[config.mk]
export PLATFORM = sky130hd
export DESIGN_NAME = string_escape_utf8_decoder_top
export DESIGN_NICKNAME = d
export VERILOG_FILES = /design/src/sv/seu_pkg.sv /design/src/sv/seu_front.sv /design/src/sv/seu_queue.sv /design/src/sv/seu_back.sv /design/src/sv/string_escape_utf8_decoder_top.sv
export SDC_FILE = /design/constraint.sdc
export NUM_CORES = 1
export LEC_CHECK = 0
export BUFFER_PORTS_ARGS = -buffer_cell sky130_fd_sc_hd__buf_2
export CAP_MARGIN = 20
export CORE_MARGIN = 1
export CORE_UTILIZATION = 40
export CTS_CLUSTER_DIAMETER = 100
export DETAILED_ROUTE_END_ITERATION = 8
export GPL_TIMING_DRIVEN = 0
export PLACE_DENSITY = 0.66
export SYNTH_ARGS = -nofsm -noshare
export SYNTH_HDL_FRONTEND = slang
export SYNTH_SLANG_ARGS = --single-unit
[constraint.sdc]
create_clock -name clk -period 7.2 [get_ports clk]
set_input_delay 1.44 -clock clk [delete_from_list [all_inputs] [get_ports clk]]
set_output_delay 1.44 -clock clk [all_outputs]
set_load 0.05 [all_outputs]
[src/sv/seu_pkg.sv]
// ============================================================================
// seu_pkg: shared types and constants for the string escape decoder
// Item formats, the command passed from the parser to the byte generator,
// parser states, status codes and UTF-8 framing constants.
// ============================================================================
package seu_pkg;

  // Input item: one source byte or an end-of-input marker.
  typedef struct packed {
    logic [7:0] char_in;
    logic       end_of_input;
  } seu_in_t;

  // Result item.
  typedef struct packed {
    logic [7:0] out_byte;
    logic       byte_valid;
    logic       string_end;
    logic       last;
    logic [2:0] status;
  } seu_out_t;

  // Command from the parser: either one finished result, or a code point
  // that the back end expands into 1 to 4 UTF-8 bytes.
  localparam int CpWidth = 21;

  typedef struct packed {
    logic               utf8;
    logic [CpWidth-1:0] data;
    logic               byte_valid;
    logic               string_end;
    logic [2:0]         status;
  } seu_cmd_t;

  // Command queue depth.
  localparam int QDepth = 4;
  localparam int QPtrW  = $clog2(QDepth);
  localparam int QCntW  = $clog2(QDepth + 1);

  typedef enum logic [1:0] {
    MODE_IDLE,
    MODE_STR,
    MODE_ESC,
    MODE_HEX
  } seu_mode_t;

  localparam logic [2:0] STAT_OK        = 3'd0;
  localparam logic [2:0] STAT_UNTERM    = 3'd1;
  localparam logic [2:0] STAT_BAD_HEX   = 3'd2;
  localparam logic [2:0] STAT_RANGE     = 3'd3;
  localparam logic [2:0] STAT_UNK_ESC   = 3'd4;

  localparam logic [7:0] CH_QUOTE  = 8'h22;
  localparam logic [7:0] CH_BSLASH = 8'h5C;

  localparam logic [31:0] MaxCode = 32'h0010_FFFF;

  localparam logic [7:0] Utf8Cont  = 8'h80;
  localparam logic [7:0] Utf8Lead2 = 8'hC0;
  localparam logic [7:0] Utf8Lead3 = 8'hE0;
  localparam logic [7:0] Utf8Lead4 = 8'hF0;
  localparam logic [5:0] Utf8Mask  = 6'h3F;

endpackage

[src/sv/seu_front.sv]
// ============================================================================
// seu_front: escape parser
// Accepts one source byte per cycle while the queue has room, tracks string
// and escape state, and pushes one command per byte that produces output.
// ============================================================================
module seu_front (
  input  logic              clk,
  input  logic              rst_n,
  input  logic              push,
  output logic              full,
  input  seu_pkg::seu_in_t  in_item,
  input  logic              q_full,
  output logic              cmd_push,
  output seu_pkg::seu_cmd_t cmd
);

  seu_pkg::seu_mode_t mode_r, mode_nxt;
  logic [3:0]  hex_needed_r, hex_needed_nxt;
  logic [3:0]  hex_seen_r, hex_seen_nxt;
  logic [31:0] code_accum_r, code_accum_nxt;
  logic        kind_r, kind_nxt;

  logic       acc;
  logic [7:0] c;
  logic       eoi;
  logic       hex_ok;
  logic [3:0] hex_val;
  logic [3:0] seen_inc;
  logic [31:0] accum_inc;
  logic       hex_more;

  assign full = q_full;
  assign acc  = push && !q_full;
  assign c    = in_item.char_in;
  assign eoi  = in_item.end_of_input;

  always_comb begin
    hex_ok  = 1'b1;
    hex_val = 4'd0;
    if (c >= 8'h30 && c <= 8'h39) begin
      hex_val = 4'(c - 8'h30);
    end else if (c >= 8'h61 && c <= 8'h66) begin
      hex_val = 4'(c - 8'h57);
    end else if (c >= 8'h41 && c <= 8'h46) begin
      hex_val = 4'(c - 8'h37);
    end else begin
      hex_ok = 1'b0;
    end
  end

  assign seen_inc  = hex_seen_r + 4'd1;
  assign accum_inc = {code_accum_r[27:0], hex_val};
  assign hex_more  = hex_ok && (seen_inc < hex_needed_r);

  // Next state.
  always_comb begin
    mode_nxt = mode_r;
    if (acc) begin
      unique case (mode_r)
        seu_pkg::MODE_IDLE: begin
          if (!eoi && c == seu_pkg::CH_QUOTE) mode_nxt = seu_pkg::MODE_STR;
        end
        seu_pkg::MODE_STR: begin
          if (eoi || c == seu_pkg::CH_QUOTE) mode_nxt = seu_pkg::MODE_IDLE;
          else if (c == seu_pkg::CH_BSLASH) mode_nxt = seu_pkg::MODE_ESC;
        end
        seu_pkg::MODE_ESC: begin
          if (eoi) mode_nxt = seu_pkg::MODE_IDLE;
          else if (c == "x" || c == "u" || c == "U") mode_nxt = seu_pkg::MODE_HEX;
          else mode_nxt = seu_pkg::MODE_STR;
        end
        seu_pkg::MODE_HEX: begin
          if (eoi) mode_nxt = seu_pkg::MODE_IDLE;
          else if (!hex_more) mode_nxt = seu_pkg::MODE_STR;
        end
        default: mode_nxt = seu_pkg::MODE_IDLE;
      endcase
    end
  end

  // Command and escape registers.
  always_comb begin
    cmd_push       = 1'b0;
    cmd            = '0;
    hex_needed_nxt = hex_needed_r;
    hex_seen_nxt   = hex_seen_r;
    code_accum_nxt = code_accum_r;
    kind_nxt       = kind_r;
    if (acc && mode_r != seu_pkg::MODE_IDLE) begin
      if (eoi) begin
        cmd_push        = 1'b1;
        cmd.string_end  = 1'b1;
        cmd.status      = seu_pkg::STAT_UNTERM;
        hex_needed_nxt  = 4'd0;
        hex_seen_nxt    = 4'd0;
        code_accum_nxt  = '0;
        kind_nxt        = 1'b0;
      end else begin
        unique case (mode_r)
          seu_pkg::MODE_STR: begin
            if (c == seu_pkg::CH_QUOTE) begin
              cmd_push       = 1'b1;
              cmd.string_end = 1'b1;
            end else if (c != seu_pkg::CH_BSLASH) begin
              cmd_push       = 1'b1;
              cmd.data       = seu_pkg::CpWidth'(c);
              cmd.byte_valid = 1'b1;
            end
          end
          seu_pkg::MODE_ESC: begin
            cmd_push       = 1'b1;
            cmd.byte_valid = 1'b1;
            cmd.data       = seu_pkg::CpWidth'(c);
            unique case (c)
              "n": cmd.data = seu_pkg::CpWidth'(8'h0A);
              "r": cmd.data = seu_pkg::CpWidth'(8'h0D);
              "t": cmd.data = seu_pkg::CpWidth'(8'h09);
              "b": cmd.data = seu_pkg::CpWidth'(8'h08);
              "f": cmd.data = seu_pkg::CpWidth'(8'h0C);
              "v": cmd.data = seu_pkg::CpWidth'(8'h0B);
              "a": cmd.data = seu_pkg::CpWidth'(8'h07);
              "e": cmd.data = seu_pkg::CpWidth'(8'h1B);
              seu_pkg::CH_BSLASH, seu_pkg::CH_QUOTE: ;
              "x", "u", "U": begin
                cmd_push       = 1'b0;
                hex_needed_nxt = (c == "x") ? 4'd2 : ((c == "u") ? 4'd4 : 4'd8);
                hex_seen_nxt   = 4'd0;
                code_accum_nxt = '0;
                kind_nxt       = (c != "x");
              end
              default: begin
                if (c >= 8'h30 && c <= 8'h39) begin
                  cmd.data = seu_pkg::CpWidth'(c - 8'h30);
                end else begin
                  cmd.status = seu_pkg::STAT_UNK_ESC;
                end
              end
            endcase
          end
          seu_pkg::MODE_HEX: begin
            if (hex_more) begin
              hex_seen_nxt   = seen_inc;
              code_accum_nxt = accum_inc;
            end else begin
              cmd_push       = 1'b1;
              hex_needed_nxt = 4'd0;
              hex_seen_nxt   = 4'd0;
              code_accum_nxt = '0;
              kind_nxt       = 1'b0;
              if (!hex_ok) begin
                cmd.status = seu_pkg::STAT_BAD_HEX;
              end else if (!kind_r) begin
                cmd.byte_valid = 1'b1;
                cmd.data       = seu_pkg::CpWidth'(accum_inc[7:0]);
              end else if (accum_inc > seu_pkg::MaxCode) begin
                cmd.status = seu_pkg::STAT_RANGE;
              end else begin
                cmd.utf8       = 1'b1;
                cmd.byte_valid = 1'b1;
                cmd.data       = accum_inc[seu_pkg::CpWidth-1:0];
              end
            end
          end
          default: ;
        endcase
      end
    end
  end

  always_ff @(posedge clk) begin
    if (!rst_n) begin
      mode_r       <= seu_pkg::MODE_IDLE;
      hex_needed_r <= 4'd0;
      hex_seen_r   <= 4'd0;
      code_accum_r <= '0;
      kind_r       <= 1'b0;
    end else begin
      mode_r       <= mode_nxt;
      hex_needed_r <= hex_needed_nxt;
      hex_seen_r   <= hex_seen_nxt;
      code_accum_r <= code_accum_nxt;
      kind_r       <= kind_nxt;
    end
  end

endmodule

[src/sv/seu_queue.sv]
// ============================================================================
// seu_queue: command queue
// Small register queue that decouples the parser from the byte generator.
// ============================================================================
module seu_queue (
  input  logic              clk,
  input  logic              rst_n,
  input  logic              wr_en,
  input  seu_pkg::seu_cmd_t wr_data,
  output logic              q_full,
  input  logic              rd_en,
  output logic              q_valid,
  output seu_pkg::seu_cmd_t rd_data
);

  seu_pkg::seu_cmd_t mem [seu_pkg::QDepth];

  logic [seu_pkg::QPtrW-1:0] wr_ptr_r, wr_ptr_nxt;
  logic [seu_pkg::QPtrW-1:0] rd_ptr_r, rd_ptr_nxt;
  logic [seu_pkg::QCntW-1:0] count_r, count_nxt;

  assign q_full  = (count_r == seu_pkg::QCntW'(seu_pkg::QDepth));
  assign q_valid = (count_r != '0);
  assign rd_data = mem[rd_ptr_r];

  always_comb begin
    wr_ptr_nxt = wr_en ? wr_ptr_r + 1'b1 : wr_ptr_r;
    rd_ptr_nxt = rd_en ? rd_ptr_r + 1'b1 : rd_ptr_r;
    count_nxt  = count_r + seu_pkg::QCntW'(wr_en) - seu_pkg::QCntW'(rd_en);
  end

  always_ff @(posedge clk) begin
    if (wr_en) begin
      mem[wr_ptr_r] <= wr_data;
    end
  end

  always_ff @(posedge clk) begin
    if (!rst_n) begin
      wr_ptr_r <= '0;
      rd_ptr_r <= '0;
      count_r  <= '0;
    end else begin
      wr_ptr_r <= wr_ptr_nxt;
      rd_ptr_r <= rd_ptr_nxt;
      count_r  <= count_nxt;
    end
  end

  a_no_overflow: assert property (@(posedge clk) disable iff (!rst_n)
    !(wr_en && q_full))
    else $error("command written into a full queue");

  a_no_underflow: assert property (@(posedge clk) disable iff (!rst_n)
    !(rd_en && !q_valid))
    else $error("command read from an empty queue");

  a_count_bound: assert property (@(posedge clk) disable iff (!rst_n)
    count_r <= seu_pkg::QCntW'(seu_pkg::QDepth))
    else $error("queue count above depth");

  a_ptr_track: assert property (@(posedge clk) disable iff (!rst_n)
    (wr_en && !rd_en) |=> (count_r == $past(count_r) + 1'b1))
    else $error("queue count did not follow a write");

endmodule

[src/sv/seu_back.sv]
// ============================================================================
// seu_back: result generator
// Turns queued commands into result items, expanding code points into their
// UTF-8 byte sequence, one result per cycle while out_item is free or popped.
// ============================================================================
module seu_back (
  input  logic              clk,
  input  logic              rst_n,
  input  logic              q_valid,
  input  seu_pkg::seu_cmd_t head,
  output logic              rd_en,
  output logic              empty,
  input  logic              pop,
  output seu_pkg::seu_out_t out_item
);

  logic [1:0] idx_r, idx_nxt;
  logic [1:0] len_m1;
  logic       load;
  logic       is_last;
  logic [seu_pkg::CpWidth-1:0] cp;
  seu_pkg::seu_out_t res;
  seu_pkg::seu_out_t out_r;
  logic              out_valid_r, out_valid_nxt;

  assign cp = head.data;

  // Encoded length minus one.
  always_comb begin
    if (!head.utf8 || cp < 21'h80) len_m1 = 2'd0;
    else if (cp < 21'h800)         len_m1 = 2'd1;
    else if (cp < 21'h10000)       len_m1 = 2'd2;
    else                           len_m1 = 2'd3;
  end

  assign is_last = (idx_r == len_m1);
  assign load    = q_valid && (!out_valid_r || pop);
  assign rd_en   = load && is_last;

  always_comb begin
    res            = '0;
    res.byte_valid = head.byte_valid;
    res.string_end = head.string_end;
    res.status     = head.status;
    res.last       = is_last;
    unique case ({len_m1, idx_r})
      4'b01_00: res.out_byte = seu_pkg::Utf8Lead2 | {3'b000, cp[10:6]};
      4'b01_01: res.out_byte = seu_pkg::Utf8Cont | {2'b00, cp[5:0] & seu_pkg::Utf8Mask};
      4'b10_00: res.out_byte = seu_pkg::Utf8Lead3 | {4'h0, cp[15:12]};
      4'b10_01: res.out_byte = seu_pkg::Utf8Cont | {2'b00, cp[11:6]};
      4'b10_10: res.out_byte = seu_pkg::Utf8Cont | {2'b00, cp[5:0]};
      4'b11_00: res.out_byte = seu_pkg::Utf8Lead4 | {5'b00000, cp[20:18]};
      4'b11_01: res.out_byte = seu_pkg::Utf8Cont | {2'b00, cp[17:12]};
      4'b11_10: res.out_byte = seu_pkg::Utf8Cont | {2'b00, cp[11:6]};
      4'b11_11: res.out_byte = seu_pkg::Utf8Cont | {2'b00, cp[5:0]};
      default:  res.out_byte = cp[7:0];
    endcase
  end

  always_comb begin
    idx_nxt       = idx_r;
    out_valid_nxt = out_valid_r && !pop;
    if (load) begin
      out_valid_nxt = 1'b1;
      idx_nxt       = is_last ? 2'd0 : idx_r + 2'd1;
    end
  end

  always_ff @(posedge clk) begin
    if (load) begin
      out_r <= res;
    end
  end

  always_ff @(posedge clk) begin
    if (!rst_n) begin
      idx_r       <= 2'd0;
      out_valid_r <= 1'b0;
    end else begin
      idx_r       <= idx_nxt;
      out_valid_r <= out_valid_nxt;
    end
  end

  assign empty    = !out_valid_r;
  assign out_item = out_r;

  a_idx_in_range: assert property (@(posedge clk) disable iff (!rst_n)
    q_valid |-> (idx_r <= len_m1))
    else $error("byte index past the end of the UTF-8 sequence");

endmodule

[src/sv/string_escape_utf8_decoder_top.sv]
// ============================================================================
// string_escape_utf8_decoder_top: string literal escape decoder, UTF-8 out
// Parses quoted strings from a byte stream, decodes escapes, and emits the
// decoded bytes with hex code points re-encoded as shortest-form UTF-8.
// ============================================================================
//
//   Channel   Handshake          Payload                Direction
//   -------   ----------------   --------------------   ---------
//   input     push / full        in_item  (seu_in_t)    into block
//   result    pop / empty        out_item (seu_out_t)   out of block
//
// One source item is taken per cycle whenever the command queue has room.
// Each item that produces output becomes one queue command; the back end
// emits one result per cycle while pop allows, so a code point holds the
// result side until all of its UTF-8 bytes are out, while input keeps
// flowing into the four-entry queue. Sustained input rate is one item per
// cycle as long as the average output stays at one result per item.
// Reset is synchronous and active low; it returns the parser to idle and
// empties the queue and the output register. A stalled result side fills
// the queue and then raises full; the parser holds its state meanwhile.
// A result passes through the command queue and the output register on its way to out_item.
//
module string_escape_utf8_decoder_top (
  input  logic              clk,
  input  logic              rst_n,
  input  logic              push,
  output logic              full,
  input  seu_pkg::seu_in_t  in_item,
  output logic              empty,
  input  logic              pop,
  output seu_pkg::seu_out_t out_item
);

  logic              q_full;
  logic              cmd_push;
  seu_pkg::seu_cmd_t cmd;
  logic              q_valid;
  logic              rd_en;
  seu_pkg::seu_cmd_t head;

  // The parser classifies each byte and decides what, if anything, it emits.
  seu_front u_front (
    .clk      (clk),
    .rst_n    (rst_n),
    .push     (push),
    .full     (full),
    .in_item  (in_item),
    .q_full   (q_full),
    .cmd_push (cmd_push),
    .cmd      (cmd)
  );

  // The queue absorbs multi-byte UTF-8 runs and output stalls.
  seu_queue u_queue (
    .clk     (clk),
    .rst_n   (rst_n),
    .wr_en   (cmd_push),
    .wr_data (cmd),
    .q_full  (q_full),
    .rd_en   (rd_en),
    .q_valid (q_valid),
    .rd_data (head)
  );

  // The back end serializes each command into result items.
  seu_back u_back (
    .clk      (clk),
    .rst_n    (rst_n),
    .q_valid  (q_valid),
    .head     (head),
    .rd_en    (rd_en),
    .empty    (empty),
    .pop      (pop),
    .out_item (out_item)
  );

endmodule

# Word level (Yosys, flattened, before mapping)
# Memories as Yosys holds them, arrays and structs flattened. A register that Yosys moved wholly into a read port is not among the register bits.
# Cells that the tools add are included.
# W data, S select, Z words.
# op_classes
addsub	10
n_lt_le_gt_ge	11
n_eq_ne	33
mux	72
reduce_logical	32
# ops
cell	count
$pmux W21 S9	1
$eq A8 B7 Y1 const B	12
$mux W23	4
$mux W28	3
$pmux W22 S3	1
$pmux W28 S2	1
$mux W4	12
$pmux W8 S6	1
$gt A32 B21 Y1 const B	1
$eq A4 B4 Y1 const B	7
$mux W27	1
$mux W2	13
$mux W22	1
$lt A21 B12 Y1 const B	1
$lt A21 B17 Y1 const B	1
$lt A21 B8 Y1 const B	1
$mux W21	1
$mux W1	20
$mux W9	2
$ge A8 B7 Y1 const B	2
$le A8 B7 Y1 const B	2
$ne A8 B7 Y1 const B	2
$pmux W4 S2	2
$mux W3	5
36 further kinds	61
# totals
register_bits	63
ram_bits	108
n_memories	1
# memory_table
memory	depth	width	read_ports	rd_ports_with_merged_regs	write_ports	line_no	rtl
u_queue.mem	4	27	1	1	1	seu_queue.sv:16	seu_pkg::seu_cmd_t mem [seu_pkg::QDepth];

# Longest topological paths before layout
# depth
word_depth	13
mapped_depth	16
mapped_depth_nobuf	14

# Hierarchy
# A second synthesis with hierarchy kept.
# hier_totals
cells_unflattened	643
hier_area_um2	8086.5
# by_module_without_submodules
mod	n_inst	cells_per_inst	area_per_inst_um2	seq_area_each_um2
seu_queue	1	184	4388.0	3423.3
seu_front	1	356	2628.8	760.7
seu_back	1	103	1069.8	480.5

# Worst setup path after synthesis
# No wires, ideal clock.
# synth_path
path_kind	input port to flip-flop
start	input port in_item[2] (netlist name)
end	memory u_queue.mem[0][0] (netlist name) (enable)
setup_ps	386
t_arrival_ps	3669
t_required_ps	6814
slack_ps	3145
stages	9
path_buffers	1
path_cell_list	inv_1 -> ha_1 -> o21bai_1 -> a31o_2 -> clkbuf_1 -> o31a_1 -> a21oi_1 -> o221ai_1 -> and3_1
# synth_via
elab_chain_len	12
# synth_rtl
element	line_no	rtl
start: declaration	string_escape_utf8_decoder_top.sv:28	input seu_pkg::seu_in_t in_item,
$ge A8 B7 Y1 / $le A8 B7 Y1 (equally long branches)	seu_front.sv:44	end else if (c >= 8'h41 && c <= 8'h46) begin
$logic_and A1 B1 Y1	seu_front.sv:44	
$mux W1	seu_front.sv:44	
$mux W1	seu_front.sv:42	end else if (c >= 8'h61 && c <= 8'h66) begin
$mux W1	seu_front.sv:40	if (c >= 8'h30 && c <= 8'h39) begin
$logic_and A1 B1 Y1	seu_front.sv:53	assign hex_more = hex_ok && (seen_inc < hex_needed_r);
$mux W1	seu_front.sv:141	if (hex_more) begin
$pmux W1 S3 (*)	seu_front.sv:99	unique case (mode_r)
$mux W1 (*)	seu_front.sv:90	if (eoi) begin
$mux W1 (*)	seu_front.sv:89	if (acc && mode_r != seu_pkg::MODE_IDLE) begin
$mux W1 (*)	seu_queue.sv:33	if (wr_en) begin
$mux W1 (implied by the code) (*)	seu_queue.sv:34	mem[wr_ptr_r] <= wr_data;
end: declaration	seu_queue.sv:16	
# Every way passes the cells marked *; elsewhere a longest branch is shown, timed or not.

# Worst setup path after layout
# layout_path
start	input port in_item[5] (netlist name)
end	register u_queue.count_r[2] (netlist name)
# layout_via
elab_chain_len	12
# layout_rtl
element	line_no	rtl
$ge A8 B7 Y1 / $le A8 B7 Y1 (equally long branches)	seu_front.sv:44	
$logic_and A1 B1 Y1	seu_front.sv:44	
$mux W1	seu_front.sv:44	
$mux W1	seu_front.sv:42	
$mux W1	seu_front.sv:40	
$logic_and A1 B1 Y1	seu_front.sv:53	
$mux W1	seu_front.sv:141	
$pmux W1 S3 (*)	seu_front.sv:99	
$mux W1 (*)	seu_front.sv:90	
$mux W1 (*)	seu_front.sv:89	
net cmd_push	string_escape_utf8_decoder_top.sv:35	logic cmd_push;
$add A3 B1 Y3 (*)	seu_queue.sv:29	count_nxt = count_r + seu_pkg::QCntW'(wr_en) - seu_pkg::QCntW'(rd_en);
$sub A3 B1 Y3 (*)	seu_queue.sv:29	
end signal: assignment	seu_queue.sv:46	count_r <= count_nxt;
end: declaration	seu_queue.sv:20	logic [seu_pkg::QCntW-1:0] count_r, count_nxt;
# The timed path passes the listed nets; every way through them passes the cells marked *.
# A chain may end at the register's enable or synchronous reset.

==> flow_summary.yaml <==
run_status:
  status: "finished clean"
grt:
  grt_pass1_vias: 5207
  antenna_found_initial: 0
  grt_max_degree: 18
  grt-ovfl-total: 0
  grt_usage_pct: 18.1
  grt_pass1_wl_mm: 27.7
power:
  p_sw_share_pct: 27.3
  p_switching_uw: 703
  power.leakage_nw: 3.07
  pwr_density_cell_nw_per_um2: 281
  p_int_mw: 1.87
  clkPwrFrac_pct: 37.9
  ir_worst_vdd_v: 0.000139
  combinationalPowerShare_pct: 18.2
  p_seq_share_pct: 43.9
yosys:
  ys_ff_latch: 172
  synth-simple-area-share_pct: 11.8
  synthCells: 613
  synth.avg_cell_area_sq_um: 13.0
  synth_compound_area_share_pct: 13.4
  synthAdderAreaFrac_pct: 3.72
  synth_mux_area_share_pct: 8.48
  yosysSeqAreaShare_pct: 58.7
  synthXorXnorAreaFrac_pct: 0.662
  async_flop_share_pct: 0
  ys_types: 76
  synth_area_sq_um: 7940
  synth_ff_type: "edfxtp_1"
  synth_edf_count: 122
  yosys_warnings: 0
  synth_top_family_by_area: "compound AO/OA/AOI/OAI gates"
  syn_nets: 649
routing:
  wire_per_inst_um: 18.2
  wl_mm: 17.1
  antenna_left: 0
  via_per_inst: 5.64
  drc: 0
  num_vias: 5309
  drt-initial-drc-count: 491
  first_pass_iters: 8
floorplanning:
  row_count: 51
  die_w_um: 143
  core_area_sq_um: 19500
  die-height_um: 143
  io_pins: 29
  die_area_sq_um: 20400
  initial_core_util_pct: 40.8
cts:
  cts_tree: "built"
  clk_latency_ns: 0.42
  clock-sinks: 172
  clkTransAtPathRegs_ns: 0.06
  clockBufferDepth: 2
  cts_root_buf: "clkbuf_16"
  cts_made_buffers: 17
  cts_hold_buf: 0
  cts_resized: 0
  htree_num_levels: 4
  post_cts_buffers: 0
cells_and_area:
  areaGrowthSynthToFinish_pct: 15.4
  final_cell_count_no_fill: 942
  finalNetCount: 700
  antenna_cells: 0
  layout-drive-gt1-share_pct: 17.0
placement:
  dp_hpwl_mm: 12.5
  dpl.cell_count: 910
  place.port_buffers: 27
  dpl_worst_slack_ns: 2.28
  gp_congestion: 0.912
critical_path:
  cp_top_family: "compound AO/OA/AOI/OAI gates"
  crit_buf_inv: 4
  critPathArrivalTime_ns: 4.79
  critPathRequiredTime_ns: 7.49
  worstSetupStartpointType: "input port"
  crit_chain: "buf_2, ha_1, clkbuf_1, a31o_2, clkbuf_1, o31a_1, a21oi_1, o221a_2, nor2_1, ha_1, inv_1, fa_1, xor2_1, xnor2_1, nor2_1"
  endpoint_kind: "register"
  crit_slowest_cell: "clkbuf_1"
  crit_fanout: 10
  max_stage_delay_ns: 0.40
  worstSetupPathType: "input port to register"
sta:
  worst_pin_slew_ns: 1.18
  fin_skew_ns: 0.00659
  hold_viol: 0
  timing.fmax_mhz: 222
  hold_ws_ns: 0.467
  setup_slack_ns: 2.70
  setup_viol: 0
  drv_slew: 0
  period_share_pct: 62.5
  post-route-min-period_ns: 4.50
  grt_setup_unrepaired: "no"
  setup_tns_ns: 0
  slew_headroom_pct: 19.0
job:
  maxCapViolations: 0
worst_hold_path:
  hp-class: "register to register"
-- final cells by class --
cell class | instances | area [sq um]
Inverter | 23 | 86.3
Timing Repair Buffer | 32 | 248
Clock buffer | 19 | 453
Clock inverter | 13 | 188
Sequential cell | 172 | 4660
Buffer | 32 | 166
Tap cell | 265 | 332
Fill cell | 1684 | 10300
Multi-Input combinational cell | 386 | 3020
-- through the flow --
| step | instance area [sq um] | power, mW | util, % |
|---|---|---|---|
| CTS | 9160 | 2.59 | 47.1 |
| global route | 9160 | 2.67 | 47.1 |
| finish | 9160 | 2.57 | 47.1 |
| floorplan | 7940 | 1.51 | - |
| detailed placement | 8520 | 1.63 | 43.8 |
| global placement | 8410 | 1.62 | 43.2 |
-- cells by family after synthesis --
group | Yosys count
mux | 32
fa+ha+maj | 23
xor+xnor | 6
compound gates | 146
flops | 172
simple gates | 179
buf+inv | 55
-- layer usage --
layer  routed length (um)  up-vias  track usage (%)
li1                     -     2484                -
met2                 8200      168             29.5
met5                    0        -                0
met1                 7670     2622             23.5
met4                  484        0             7.98
met3                  784       35             3.35
-- worst reg2reg max path, delay by kind of cell (launching register included) --
kind,cells,cell delay [ns]
multiplexers,1,0.42
XOR/XNOR,2,0.33
AO/OA/AOI/OAI,1,0.27
flip-flops,1,0.31
adder cells (fa/ha/maj),3,0.77
buffers and inverters,4,0.86
AND/OR/NAND/NOR,5,1.07
-- layout by cell type, fill, tap and decap left out, types with 4 or more instances in the layout --
cell       synthesis  layout
nor2_1            54      54
nor2b_1            4       4
o21ai_0           33      33
nand4_1            8       8
buf_2              4      31
mux2i_1            5       5
ha_1              22      22
buf_6              5       5
nor3_1             8       8
and2_1             8       8
mux4_2            23      23
a22oi_1           31      31
nand2b_1           7       7
a21oi_1           15      15
nand2_1           38      38
dfxtp_1           50      50
a31oi_1            4       4
inv_1             22      22
clkbuf_16          0      17
xnor2_1            4       4
bufinv_16          0       4
clkbuf_1          21      21
a222oi_1           8       8
edfxtp_1         122     122
a21o_1            19      19
and3_1             5       5
a32oi_1            5       5
mux4_1             4       4
nand3_1           17      17
nor3b_1            5       5
-- Yosys cell counts, types with 15 or more instances --
cell type  number  area, sq um
edfxtp_1      122         3660
nor2_1         54          203
dfxtp_1        50         1000
nand2_1        38          143
o21ai_0        33          165
a22oi_1        31          233
mux4_2         23          518
ha_1           22          275
inv_1          22         82.6
clkbuf_1       21         78.8
a21o_1         19          143
nand3_1        17         85.1
a21oi_1        15         75.1
-- final timing paths --
check	startpoint	endpoint	slack, ns	cells after the start
min reg2reg	u_front.hex_needed_r[2]	u_front.hex_needed_r[2]	0.47	2
min	u_front.hex_needed_r[2]	u_front.hex_needed_r[2]	0.47	2
max reg2reg	register	u_queue.count_r[2]	3.03	16
max	in_item[5]	u_queue.count_r[2]	2.70	15
-- power by group through the flow --
| stage | sequential (mW) | clock (mW) | combinational, mW |
|---|---|---|---|
| floorplan | 1.24 | 0 | 0.277 |
| global placement | 1.15 | 0 | 0.465 |
| detailed placement | 1.15 | 0 | 0.474 |
| CTS | 1.13 | 0.989 | 0.476 |
| global route | 1.14 | 1.02 | 0.511 |
| finish | 1.13 | 0.974 | 0.470 |
-- state kept, by name, summed over array words and instances (netlist names), 3 cells and up, named ones only --
| register | flops |
|---|---|
| u_queue.mem | 108 |
| u_front.code_accum_r | 28 |
| u_back.out_item | 14 |
| u_front.hex_seen_r | 4 |
| u_front.hex_needed_r | 3 |
| u_queue.count_r | 3 |
Power figures use the tool's default switching activity.
